[src/design/htw_pkg.sv]
`timescale 1ns / 1ps
// ----------------------------------------------------------------------------
// htw_pkg
// Types, codes and slot arithmetic for the four-level timing wheel.
// ----------------------------------------------------------------------------
package htw_pkg;

   localparam int HTW_TIMER_COUNT = 64;
   localparam logic [47:0] HTW_AHEAD_LIMIT = 48'hFFF_FFFF;

   typedef enum logic [1:0] {
      OP_ADD     = 2'd0,
      OP_DELETE  = 2'd1,
      OP_ADVANCE = 2'd2
   } op_type;

   typedef enum logic [1:0] {
      KIND_ADD     = 2'd0,
      KIND_DELETE  = 2'd1,
      KIND_EXPIRED = 2'd2,
      KIND_DONE    = 2'd3
   } kind_type;

   typedef enum logic [1:0] {
      ST_OK      = 2'd0,
      ST_RANGE   = 2'd1,
      ST_GRANULE = 2'd2
   } status_type;

   typedef enum logic [2:0] {
      S_IDLE,
      S_CHECK,
      S_MIN,
      S_EXPIRE,
      S_CASCADE,
      S_FINISH
   } state_type;

   typedef struct packed {
      logic [1:0]  operation;
      logic [5:0]  timer_id;
      logic [47:0] time_ms;
   } req_type;

   typedef struct packed {
      logic [1:0] kind;
      logic [1:0] status;
      logic [5:0] expired_id;
      logic       last;
   } rsp_type;

   // deadline granule bits 27..4 and level:slot
   typedef struct packed {
      logic [23:0] dl;
      logic [7:0]  ls;
   } entry_type;

   typedef struct packed {
      logic       found;
      logic [7:0] ls;
   } slot_pick_type;

   function automatic slot_pick_type choose_slot(logic [23:0] dl, logic [23:0] ctr);
      slot_pick_type p;
      p.found = 1'b0;
      p.ls    = 8'd0;
      for (int l = 0; l < 4; l++) begin
         if (dl[6*l +: 6] != ctr[6*l +: 6]) begin
            p.found = 1'b1;
            p.ls    = {2'(l), dl[6*l +: 6]};
         end
      end
      return p;
   endfunction

   // granules until the slot is reached
   function automatic logic [23:0] time_to_slot(logic [7:0] ls, logic [23:0] ctr);
      logic [5:0]  s;
      logic [23:0] k;
      logic [23:0] tt;
      s  = ls[5:0];
      k  = 24'd0;
      tt = 24'd0;
      case (ls[7:6])
         2'd0: begin
            tt = {18'd0, 6'(s - ctr[5:0])};
         end
         2'd1: begin
            k  = {12'd0, 12'({s, 6'd0} - ctr[11:0])};
            tt = (k == 24'd0) ? 24'h000FFF : k - 24'd1;
         end
         2'd2: begin
            k  = {6'd0, 18'({s, 12'd0} - ctr[17:0])};
            tt = (k == 24'd0) ? 24'h03FFFF : k - 24'd1;
         end
         default: begin
            k  = 24'({s, 18'd0} - ctr);
            tt = (k == 24'd0) ? 24'hFFFFFF : k - 24'd1;
         end
      endcase
      return tt;
   endfunction

endpackage

[src/design/hierarchical_timing_wheel.sv]
`timescale 1ns / 1ps
// ----------------------------------------------------------------------------
// hierarchical_timing_wheel
// Add and delete: result registered, in the cycle after start; one item per
// cycle while idle. Advance: each step scans the entry memory in passes
// through its single read port; per expiry event one min pass, one expire
// pass and up to three cascade passes. Results are single-cycle strobes.
// Reset: synchronous; time 0, all timers inactive, no clearing pass.
// ----------------------------------------------------------------------------
module hierarchical_timing_wheel
   import htw_pkg::*;
#(
   parameter int TIMER_COUNT = HTW_TIMER_COUNT
) (
   input  logic        clock,
   input  logic        reset,
   input  logic        start,
   output logic        busy,
   input  req_type     req_item,
   output logic        rsp_valid,
   output rsp_type     rsp_item,
   input  logic        csr_valid,
   output logic        csr_ready,
   input  logic [47:0] csr_data
);

   localparam int IDX_W = $clog2(TIMER_COUNT);
   localparam logic [IDX_W:0]   TC_CNT   = (IDX_W+1)'(TIMER_COUNT);
   localparam logic [IDX_W-1:0] LAST_IDX = IDX_W'(TIMER_COUNT - 1);
   localparam logic [6:0]       TC_ID    = 7'(TIMER_COUNT);

   state_type            state_ff, state_in;
   logic [23:0]          ctr_ff, ctr_in;
   logic [47:0]          cur_ff, cur_in;
   logic [47:0]          tgt_ff, tgt_in;
   logic [23:0]          r_ff, r_in;
   logic [23:0]          best_ff, best_in;
   logic [IDX_W:0]       cnt_ff, cnt_in;
   logic                 rd_vld_ff, rd_vld_in;
   logic [IDX_W-1:0]     rd_idx_ff, rd_idx_in;
   logic [1:0]           lvl_ff, lvl_in;
   logic [5:0]           pend_ff, pend_in;
   logic                 pend_vld_ff, pend_vld_in;
   logic [5:0]           echo_ff, echo_in;
   logic [TIMER_COUNT-1:0] active_ff, active_in;
   logic                 rsp_valid_ff, rsp_valid_in;
   rsp_type              rsp_ff, rsp_in;

   logic                 mem_we;
   logic [IDX_W-1:0]     mem_waddr;
   entry_type            mem_wdata;
   entry_type            mem_rdata;

   logic [47:0]          diff;
   logic                 in_range;
   logic                 id_oob;
   logic                 scan_issue;
   logic                 scan_end;
   logic                 hit_act;
   logic [23:0]          tt;
   logic [23:0]          best_now;
   logic [23:0]          ctr_nxt;
   slot_pick_type        pick_add;
   slot_pick_type        pick_cas;
   logic [7:0]           cas_target;

   htw_entry_mem #(
      .TIMER_COUNT(TIMER_COUNT)
   ) u_mem (
      .clock(clock),
      .we   (mem_we),
      .waddr(mem_waddr),
      .wdata(mem_wdata),
      .raddr(cnt_ff[IDX_W-1:0]),
      .rdata(mem_rdata)
   );

   assign busy      = (state_ff != S_IDLE);
   assign csr_ready = (state_ff == S_IDLE);
   assign rsp_valid = rsp_valid_ff;
   assign rsp_item  = rsp_ff;

   assign diff       = req_item.time_ms - cur_ff;
   assign in_range   = (req_item.time_ms >= cur_ff) && (diff <= HTW_AHEAD_LIMIT);
   assign id_oob     = ({1'b0, req_item.timer_id} >= TC_ID);
   assign scan_issue = (cnt_ff < TC_CNT);
   assign scan_end   = rd_vld_ff && (rd_idx_ff == LAST_IDX);
   assign hit_act    = rd_vld_ff && active_ff[rd_idx_ff];
   assign tt         = time_to_slot(mem_rdata.ls, ctr_ff);
   assign best_now   = (hit_act && (tt < best_ff)) ? tt : best_ff;
   assign ctr_nxt    = ctr_ff + 24'd1;
   assign pick_add   = choose_slot(req_item.time_ms[27:4], ctr_ff);
   assign pick_cas   = choose_slot(mem_rdata.dl, ctr_ff);
   assign cas_target = {lvl_ff, ctr_ff[6*lvl_ff +: 6]};

   always_ff @(posedge clock) begin
      if (reset) begin
         state_ff     <= S_IDLE;
         ctr_ff       <= 24'd0;
         cur_ff       <= 48'd0;
         active_ff    <= '0;
         rsp_valid_ff <= 1'b0;
         rd_vld_ff    <= 1'b0;
         pend_vld_ff  <= 1'b0;
         cnt_ff       <= '0;
      end else begin
         state_ff     <= state_in;
         ctr_ff       <= ctr_in;
         cur_ff       <= cur_in;
         active_ff    <= active_in;
         rsp_valid_ff <= rsp_valid_in;
         rd_vld_ff    <= rd_vld_in;
         pend_vld_ff  <= pend_vld_in;
         cnt_ff       <= cnt_in;
      end
      tgt_ff    <= tgt_in;
      r_ff      <= r_in;
      best_ff   <= best_in;
      rd_idx_ff <= rd_idx_in;
      lvl_ff    <= lvl_in;
      pend_ff   <= pend_in;
      echo_ff   <= echo_in;
      rsp_ff    <= rsp_in;
   end

   always_comb begin
      state_in     = state_ff;
      ctr_in       = ctr_ff;
      cur_in       = cur_ff;
      tgt_in       = tgt_ff;
      r_in         = r_ff;
      best_in      = best_ff;
      cnt_in       = cnt_ff;
      rd_vld_in    = 1'b0;
      rd_idx_in    = cnt_ff[IDX_W-1:0];
      lvl_in       = lvl_ff;
      pend_in      = pend_ff;
      pend_vld_in  = pend_vld_ff;
      echo_in      = echo_ff;
      active_in    = active_ff;
      rsp_valid_in = 1'b0;
      rsp_in       = rsp_ff;
      mem_we       = 1'b0;
      mem_waddr    = rd_idx_ff;
      mem_wdata    = mem_rdata;

      if (state_ff == S_MIN || state_ff == S_EXPIRE || state_ff == S_CASCADE) begin
         rd_vld_in = scan_issue;
         if (scan_issue) begin
            cnt_in = cnt_ff + 1'b1;
         end
      end

      case (state_ff)
         S_IDLE: begin
            if (csr_valid) begin
               cur_in = csr_data;
               ctr_in = csr_data[27:4];
            end
            if (start) begin
               rsp_in.expired_id = req_item.timer_id;
               rsp_in.last       = 1'b1;
               rsp_in.status     = ST_OK;
               case (req_item.operation)
                  OP_ADD: begin
                     rsp_valid_in = 1'b1;
                     rsp_in.kind  = KIND_ADD;
                     if (!in_range || id_oob) begin
                        rsp_in.status = ST_RANGE;
                     end else if (!pick_add.found) begin
                        rsp_in.status = ST_GRANULE;
                     end else begin
                        mem_we    = 1'b1;
                        mem_waddr = req_item.timer_id[IDX_W-1:0];
                        mem_wdata = '{dl: req_item.time_ms[27:4], ls: pick_add.ls};
                        active_in[req_item.timer_id[IDX_W-1:0]] = 1'b1;
                     end
                  end
                  OP_ADVANCE: begin
                     if (!in_range) begin
                        rsp_valid_in  = 1'b1;
                        rsp_in.kind   = KIND_DONE;
                        rsp_in.status = ST_RANGE;
                     end else begin
                        r_in        = diff[27:4];
                        tgt_in      = req_item.time_ms;
                        echo_in     = req_item.timer_id;
                        pend_vld_in = 1'b0;
                        state_in    = S_CHECK;
                     end
                  end
                  default: begin
                     rsp_valid_in = 1'b1;
                     rsp_in.kind  = KIND_DELETE;
                     if (!id_oob) begin
                        active_in[req_item.timer_id[IDX_W-1:0]] = 1'b0;
                     end
                  end
               endcase
            end
         end
         S_CHECK: begin
            if (r_ff == 24'd0) begin
               state_in = S_FINISH;
            end else begin
               best_in  = r_ff;
               cnt_in   = '0;
               state_in = S_MIN;
            end
         end
         S_MIN: begin
            best_in = best_now;
            if (scan_end) begin
               if (best_now >= r_ff) begin
                  ctr_in   = ctr_ff + r_ff;
                  state_in = S_FINISH;
               end else begin
                  ctr_in   = ctr_ff + best_now;
                  r_in     = r_ff - best_now;
                  cnt_in   = '0;
                  state_in = S_EXPIRE;
               end
            end
         end
         S_EXPIRE: begin
            if (hit_act && (mem_rdata.ls == {2'd0, ctr_ff[5:0]})) begin
               active_in[rd_idx_ff] = 1'b0;
               if (pend_vld_ff) begin
                  rsp_valid_in = 1'b1;
                  rsp_in       = '{kind: KIND_EXPIRED, status: ST_OK,
                                   expired_id: pend_ff, last: 1'b0};
               end
               pend_in     = 6'(rd_idx_ff);
               pend_vld_in = 1'b1;
            end
            if (scan_end) begin
               ctr_in = ctr_nxt;
               r_in   = r_ff - 24'd1;
               cnt_in = '0;
               if (ctr_nxt[17:0] == 18'd0) begin
                  lvl_in   = 2'd3;
                  state_in = S_CASCADE;
               end else if (ctr_nxt[11:0] == 12'd0) begin
                  lvl_in   = 2'd2;
                  state_in = S_CASCADE;
               end else if (ctr_nxt[5:0] == 6'd0) begin
                  lvl_in   = 2'd1;
                  state_in = S_CASCADE;
               end else begin
                  state_in = S_CHECK;
               end
            end
         end
         S_CASCADE: begin
            if (hit_act && (mem_rdata.ls == cas_target)) begin
               mem_we       = 1'b1;
               mem_wdata.ls = pick_cas.found ? pick_cas.ls : {2'd0, ctr_ff[5:0]};
            end
            if (scan_end) begin
               if (lvl_ff == 2'd1) begin
                  state_in = S_CHECK;
               end else begin
                  lvl_in = lvl_ff - 2'd1;
                  cnt_in = '0;
               end
            end
         end
         S_FINISH: begin
            cur_in       = tgt_ff;
            rsp_valid_in = 1'b1;
            if (pend_vld_ff) begin
               rsp_in = '{kind: KIND_EXPIRED, status: ST_OK,
                          expired_id: pend_ff, last: 1'b1};
            end else begin
               rsp_in = '{kind: KIND_DONE, status: ST_OK,
                          expired_id: echo_ff, last: 1'b1};
            end
            pend_vld_in = 1'b0;
            state_in    = S_IDLE;
         end
         default: begin
            state_in = S_IDLE;
         end
      endcase
   end

endmodule

[src/design/htw_entry_mem.sv]
`timescale 1ns / 1ps
// ----------------------------------------------------------------------------
// htw_entry_mem
// Timer entry store: one write port, one registered read port.
// ----------------------------------------------------------------------------
module htw_entry_mem
   import htw_pkg::*;
#(
   parameter int TIMER_COUNT = HTW_TIMER_COUNT
) (
   input  logic                           clock,
   input  logic                           we,
   input  logic [$clog2(TIMER_COUNT)-1:0] waddr,
   input  entry_type                      wdata,
   input  logic [$clog2(TIMER_COUNT)-1:0] raddr,
   output entry_type                      rdata
);

   entry_type mem [TIMER_COUNT];
   entry_type rdata_ff;

   always_ff @(posedge clock) begin
      if (we) begin
         mem[waddr] <= wdata;
      end
      rdata_ff <= mem[raddr];
   end

   assign rdata = rdata_ff;

endmodule
[config.mk]
export PLATFORM = sky130hd
export DESIGN_NAME = hierarchical_timing_wheel
export DESIGN_NICKNAME = d
export VERILOG_FILES = /design/src/design/htw_pkg.sv /design/src/design/hierarchical_timing_wheel.sv /design/src/design/htw_entry_mem.sv
export SDC_FILE = /design/constraint.sdc
export NUM_CORES = 2
export LEC_CHECK = 0
export BUFFER_PORTS_ARGS = -buffer_cell sky130_fd_sc_hd__buf_2
export CORE_UTILIZATION = 41
export CTS_CLUSTER_SIZE = 24
export DETAILED_ROUTE_END_ITERATION = 10
export HOLD_SLACK_MARGIN = 0.03
export MAX_ROUTING_LAYER = met4
export SLEW_MARGIN = 20
export SYNTH_ARGS = -nofsm -noshare
export SYNTH_HDL_FRONTEND = slang
export SYNTH_HIERARCHICAL = 1
export SYNTH_SLANG_ARGS = --single-unit
[constraint.sdc]
create_clock -name clock -period 33.8 [get_ports clock]
set_input_delay 3.38 -clock clock [delete_from_list [all_inputs] [get_ports clock]]
set_output_delay 3.38 -clock clock [all_outputs]
set_load 0.02 [all_outputs]
==> flow_summary.ini <==
[place]
place_hpwl_um = 187600
placed_insts = 9921
dpl_cell_area_mm2 = 0.1092
gp_congestion = 0.9401
buffer_ports.inserted = 121

[synthesis]
synth_top_cells_by_count = sky130_fd_sc_hd__edfxtp_1, sky130_fd_sc_hd__mux4_2, sky130_fd_sc_hd__nor2_1
post_synth_instance_area_mm2 = 0.1043
synth-seq-cells = 2356
yosysTopAreaCell = sky130_fd_sc_hd__edfxtp_1
syn-num-nets = 6936
synth.yosys.seq_area_share_pct = 66.07
synth_most_common_cell = sky130_fd_sc_hd__edfxtp_1
synthCells = 6678
dominantRegCellSynth = sky130_fd_sc_hd__edfxtp_1
mean_instance_size_in_the_synthesized_netlist_um2 = 15.61
synth_edf_count = 2169
ys.warnings.count = 6
synth-async-reset-ratio_pct = 0
yosysTopAreaCellShare_pct = 62.48
synth_cell_types = 95
ys_top_cells_by_area = sky130_fd_sc_hd__edfxtp_1, sky130_fd_sc_hd__mux4_2, sky130_fd_sc_hd__dfxtp_1, sky130_fd_sc_hd__mux2i_1, sky130_fd_sc_hd__ha_1

[power_and_ir_drop]
power_density_mw_per_mm2 = 70.61
net-switching-power_w = 0.002666
vdd_ir_drop_max_mv = 0.07724
pwr-share-clk_pct = 30.6
p_int_w = 0.005572
cellLeakagePower_nw = 36.98
comb_power_share_pct = 26.1
sw_frac_of_total_pct = 32.36
share_seq_of_total_power_pct = 43.3

[sta]
fmax_ghz = 0.07438
timing.setup.tns_ns = 0
timing.clock.skew_ns = 0.1094
max-slew-margin-rel_pct = 18.14
whs_ns = 0.4695
worst-slew-pin-transition_ns = 1.223
rsz_0062_raised_after_global_routing = false
final_hold_viol_count = 0
finalWorstPathRequiredPeriod_ns = 13.44
period_share_pct = 39.78
report.final.setup_viol = 0
finalMaxSlewViolations = 0

[grt]
grt.total_usage_pct = 24.70
grt-ovfl-total = 0
maximum_number_of_pins_on_one_net_before_global_route_repair = 97
first_global_vias = 61560
grt_pass1_wl_um = 444700
initial_antenna_violation_count = 19

[detailed_routing]
avgViaCountPerCell = 6.078
routed_wl_um = 311600
postRouteAntennaNets = 0
drcViolationCount = 0
detailedRoute.firstIterationViolations = 7665
drt_first_pass_iters = 6
detailroute.via_count = 63010
routedWlPerCell_um = 30.06

[worst_setup_path]
timing.reg2reg.worst_path_depth = 47
critical_path.most_common_cell = sky130_fd_sc_hd__a21o_1
worst_ep_arrival_time_ns = 14.13
worst-r2r-setup-slack_ns = 20.36
cp-end-kind = flop
crit_type = reg -> reg
timing.rr.end = ctr_ff[23]$_SDFFE_PP0P_
critPathMaxFanout = 53
crit_path_top_delay_cell = sky130_fd_sc_hd__or4_1
critPathMaxStageDelay_ns = 0.77
crit_path_start_kind = flop
critPathRequiredTime_ns = 34.48
launch_instance_of_the_worst_register_to_register_path = ctr_ff[0]$_SDFFE_PP0P_

[clock_network]
clk-insertion-delay-late_ns = 0.90
numCtsBuffers = 231
cts_resized = 0
clock-root-buffer = sky130_fd_sc_hd__clkbuf_16
clock_sinks = 2356
htreeDepth = 4
postCtsSetupBuffers = 0
cts_tree = built
maximum_number_of_buffers_from_clock_root_to_sink = 3
cts_hold_buffers = 0
cts.clk_slew.worst_paths_ns = 0.06

[die]
floorplan.rows = 184
dieWidth_um = 506.3
io-pin-count = 122
core_region_area_mm2 = 0.2521
initial_utilization_pct = 41.35
die_y_um = 506.3
die-area_mm2 = 0.2563

[finish]
final_util_pct = 46.28
post_route_cells_drive_above_1_share_pct = 19.61
final_nets = 7064
final_design_area_no_fill_mm2 = 0.1167
syn2layout_area_growth_pct = 11.92
final-instance-count-excl-fill = 10370

[hold_path]
holdPathStages = 2
timing.hold.worst.class = reg -> reg
min-delay-start = cnt_ff[6]$_SDFF_PP0_
worst_hold_path.endpoint = cnt_ff[6]$_SDFF_PP0_

[outcome]
outcome = completed

[run]
drv_cap = 0
==> power groups by stage <==
stage          combinational (W)  clock [W]  sequential, W
2_1_floorplan            0.00142          0        0.00361
3_3_place_gp             0.00210          0        0.00363
3_5_place_dp             0.00213          0        0.00363
4_1_cts                  0.00213    0.00255        0.00357
5_1_grt                  0.00231    0.00266        0.00358
6_report                 0.00215    0.00252        0.00357
==> worst max-delay path: cells and delay by family, from the launching register on <==
kind,cells,cell delay [ns]
buf+inv,4,1.02
compound gates,28,7.61
flops,1,0.30
xor+xnor,1,0.19
simple gates,11,3.05
fa+ha+maj,3,1.07
==> worst max path at each step <==
stage                      startpoint  slack [ns]                       to
2_1_floorplan  ctr_ff[1]$_SDFFE_PP0P_       22.58  ctr_ff[23]$_SDFFE_PP0P_
4_1_cts        ctr_ff[1]$_SDFFE_PP0P_       20.47  ctr_ff[23]$_SDFFE_PP0P_
3_3_place_gp   ctr_ff[1]$_SDFFE_PP0P_       20.67  ctr_ff[23]$_SDFFE_PP0P_
5_1_grt        ctr_ff[1]$_SDFFE_PP0P_       19.41  ctr_ff[23]$_SDFFE_PP0P_
3_5_place_dp   ctr_ff[0]$_SDFFE_PP0P_       20.56  ctr_ff[23]$_SDFFE_PP0P_
6_report       ctr_ff[0]$_SDFFE_PP0P_       20.36  ctr_ff[23]$_SDFFE_PP0P_
==> cells in the final DEF (no fill, tap or decap), drive strengths merged, types with 26 or more instances in the layout <==
cell type,n
edfxtp,2169
mux4,455
nor2,369
buf,324
nand2,292
clkbuf,282
o21ai,266
mux2i,258
a21oi,229
a22oi,211
dfxtp,187
inv,165
a211oi,156
ha,146
xnor2,128
nand3,126
clkinv,121
xor2,87
nor3,82
o221a,65
a21o,64
a31oi,60
o22ai,56
o211ai,52
nor2b,49
nand2b,46
mux2,42
nand4,38
and3,34
nor4,28
or2,26
==> metrics by stage <==
step                worst slack, ns  total power [W]
global route                  19.41         0.008543
CTS                           20.47         0.008255
finish                        20.36         0.008238
detailed placement            20.56         0.005755
global placement              20.67         0.005732
floorplan                     22.58         0.005027
==> registers in the layout (all words and copies together) (netlist names), 7 cells and up, named ones only <==
register and flops:
u_mem/rdata 32, ctr_ff 24, rsp_item 11, r_ff 24, cnt_ff 7, tgt_ff 48, cur_ff 48, best_ff 24
u_mem/mem 2048
==> cell families after synthesis <==
| group | share of synthesized area (%) |
|---|---|
| flops | 66.07 |
| compound gates | 9.359 |
| simple gates | 5.566 |
| mux | 12.76 |
| buf+inv | 2.612 |
| xor+xnor | 1.806 |
| fa+ha+maj | 1.829 |
==> area by class of cell <==
type | instances | area [µm²]
fillers | 21680 | 135400
well taps | 3348 | 4189
clock buffers | 282 | 6032
clock inverters | 148 | 1348
multi-input cells | 3733 | 33420
inverters | 160 | 600.6
flip-flops and latches | 2356 | 68890
repair buffers | 324 | 2157
diodes | 15 | 37.54
==> metal layers <==
metal / up-vias / routed length [µm] / global-route usage (%)
met2: 2725 / 148300 / 39.11
met4: 0 / 10790 / 7.537
met3: 481 / 25350 / 3.774
met1: 32760 / 127100 / 32.87
met5: - / 0 / -
li1: 27040 / - / -
Note: power is estimated with default switching activity, not from simulation.
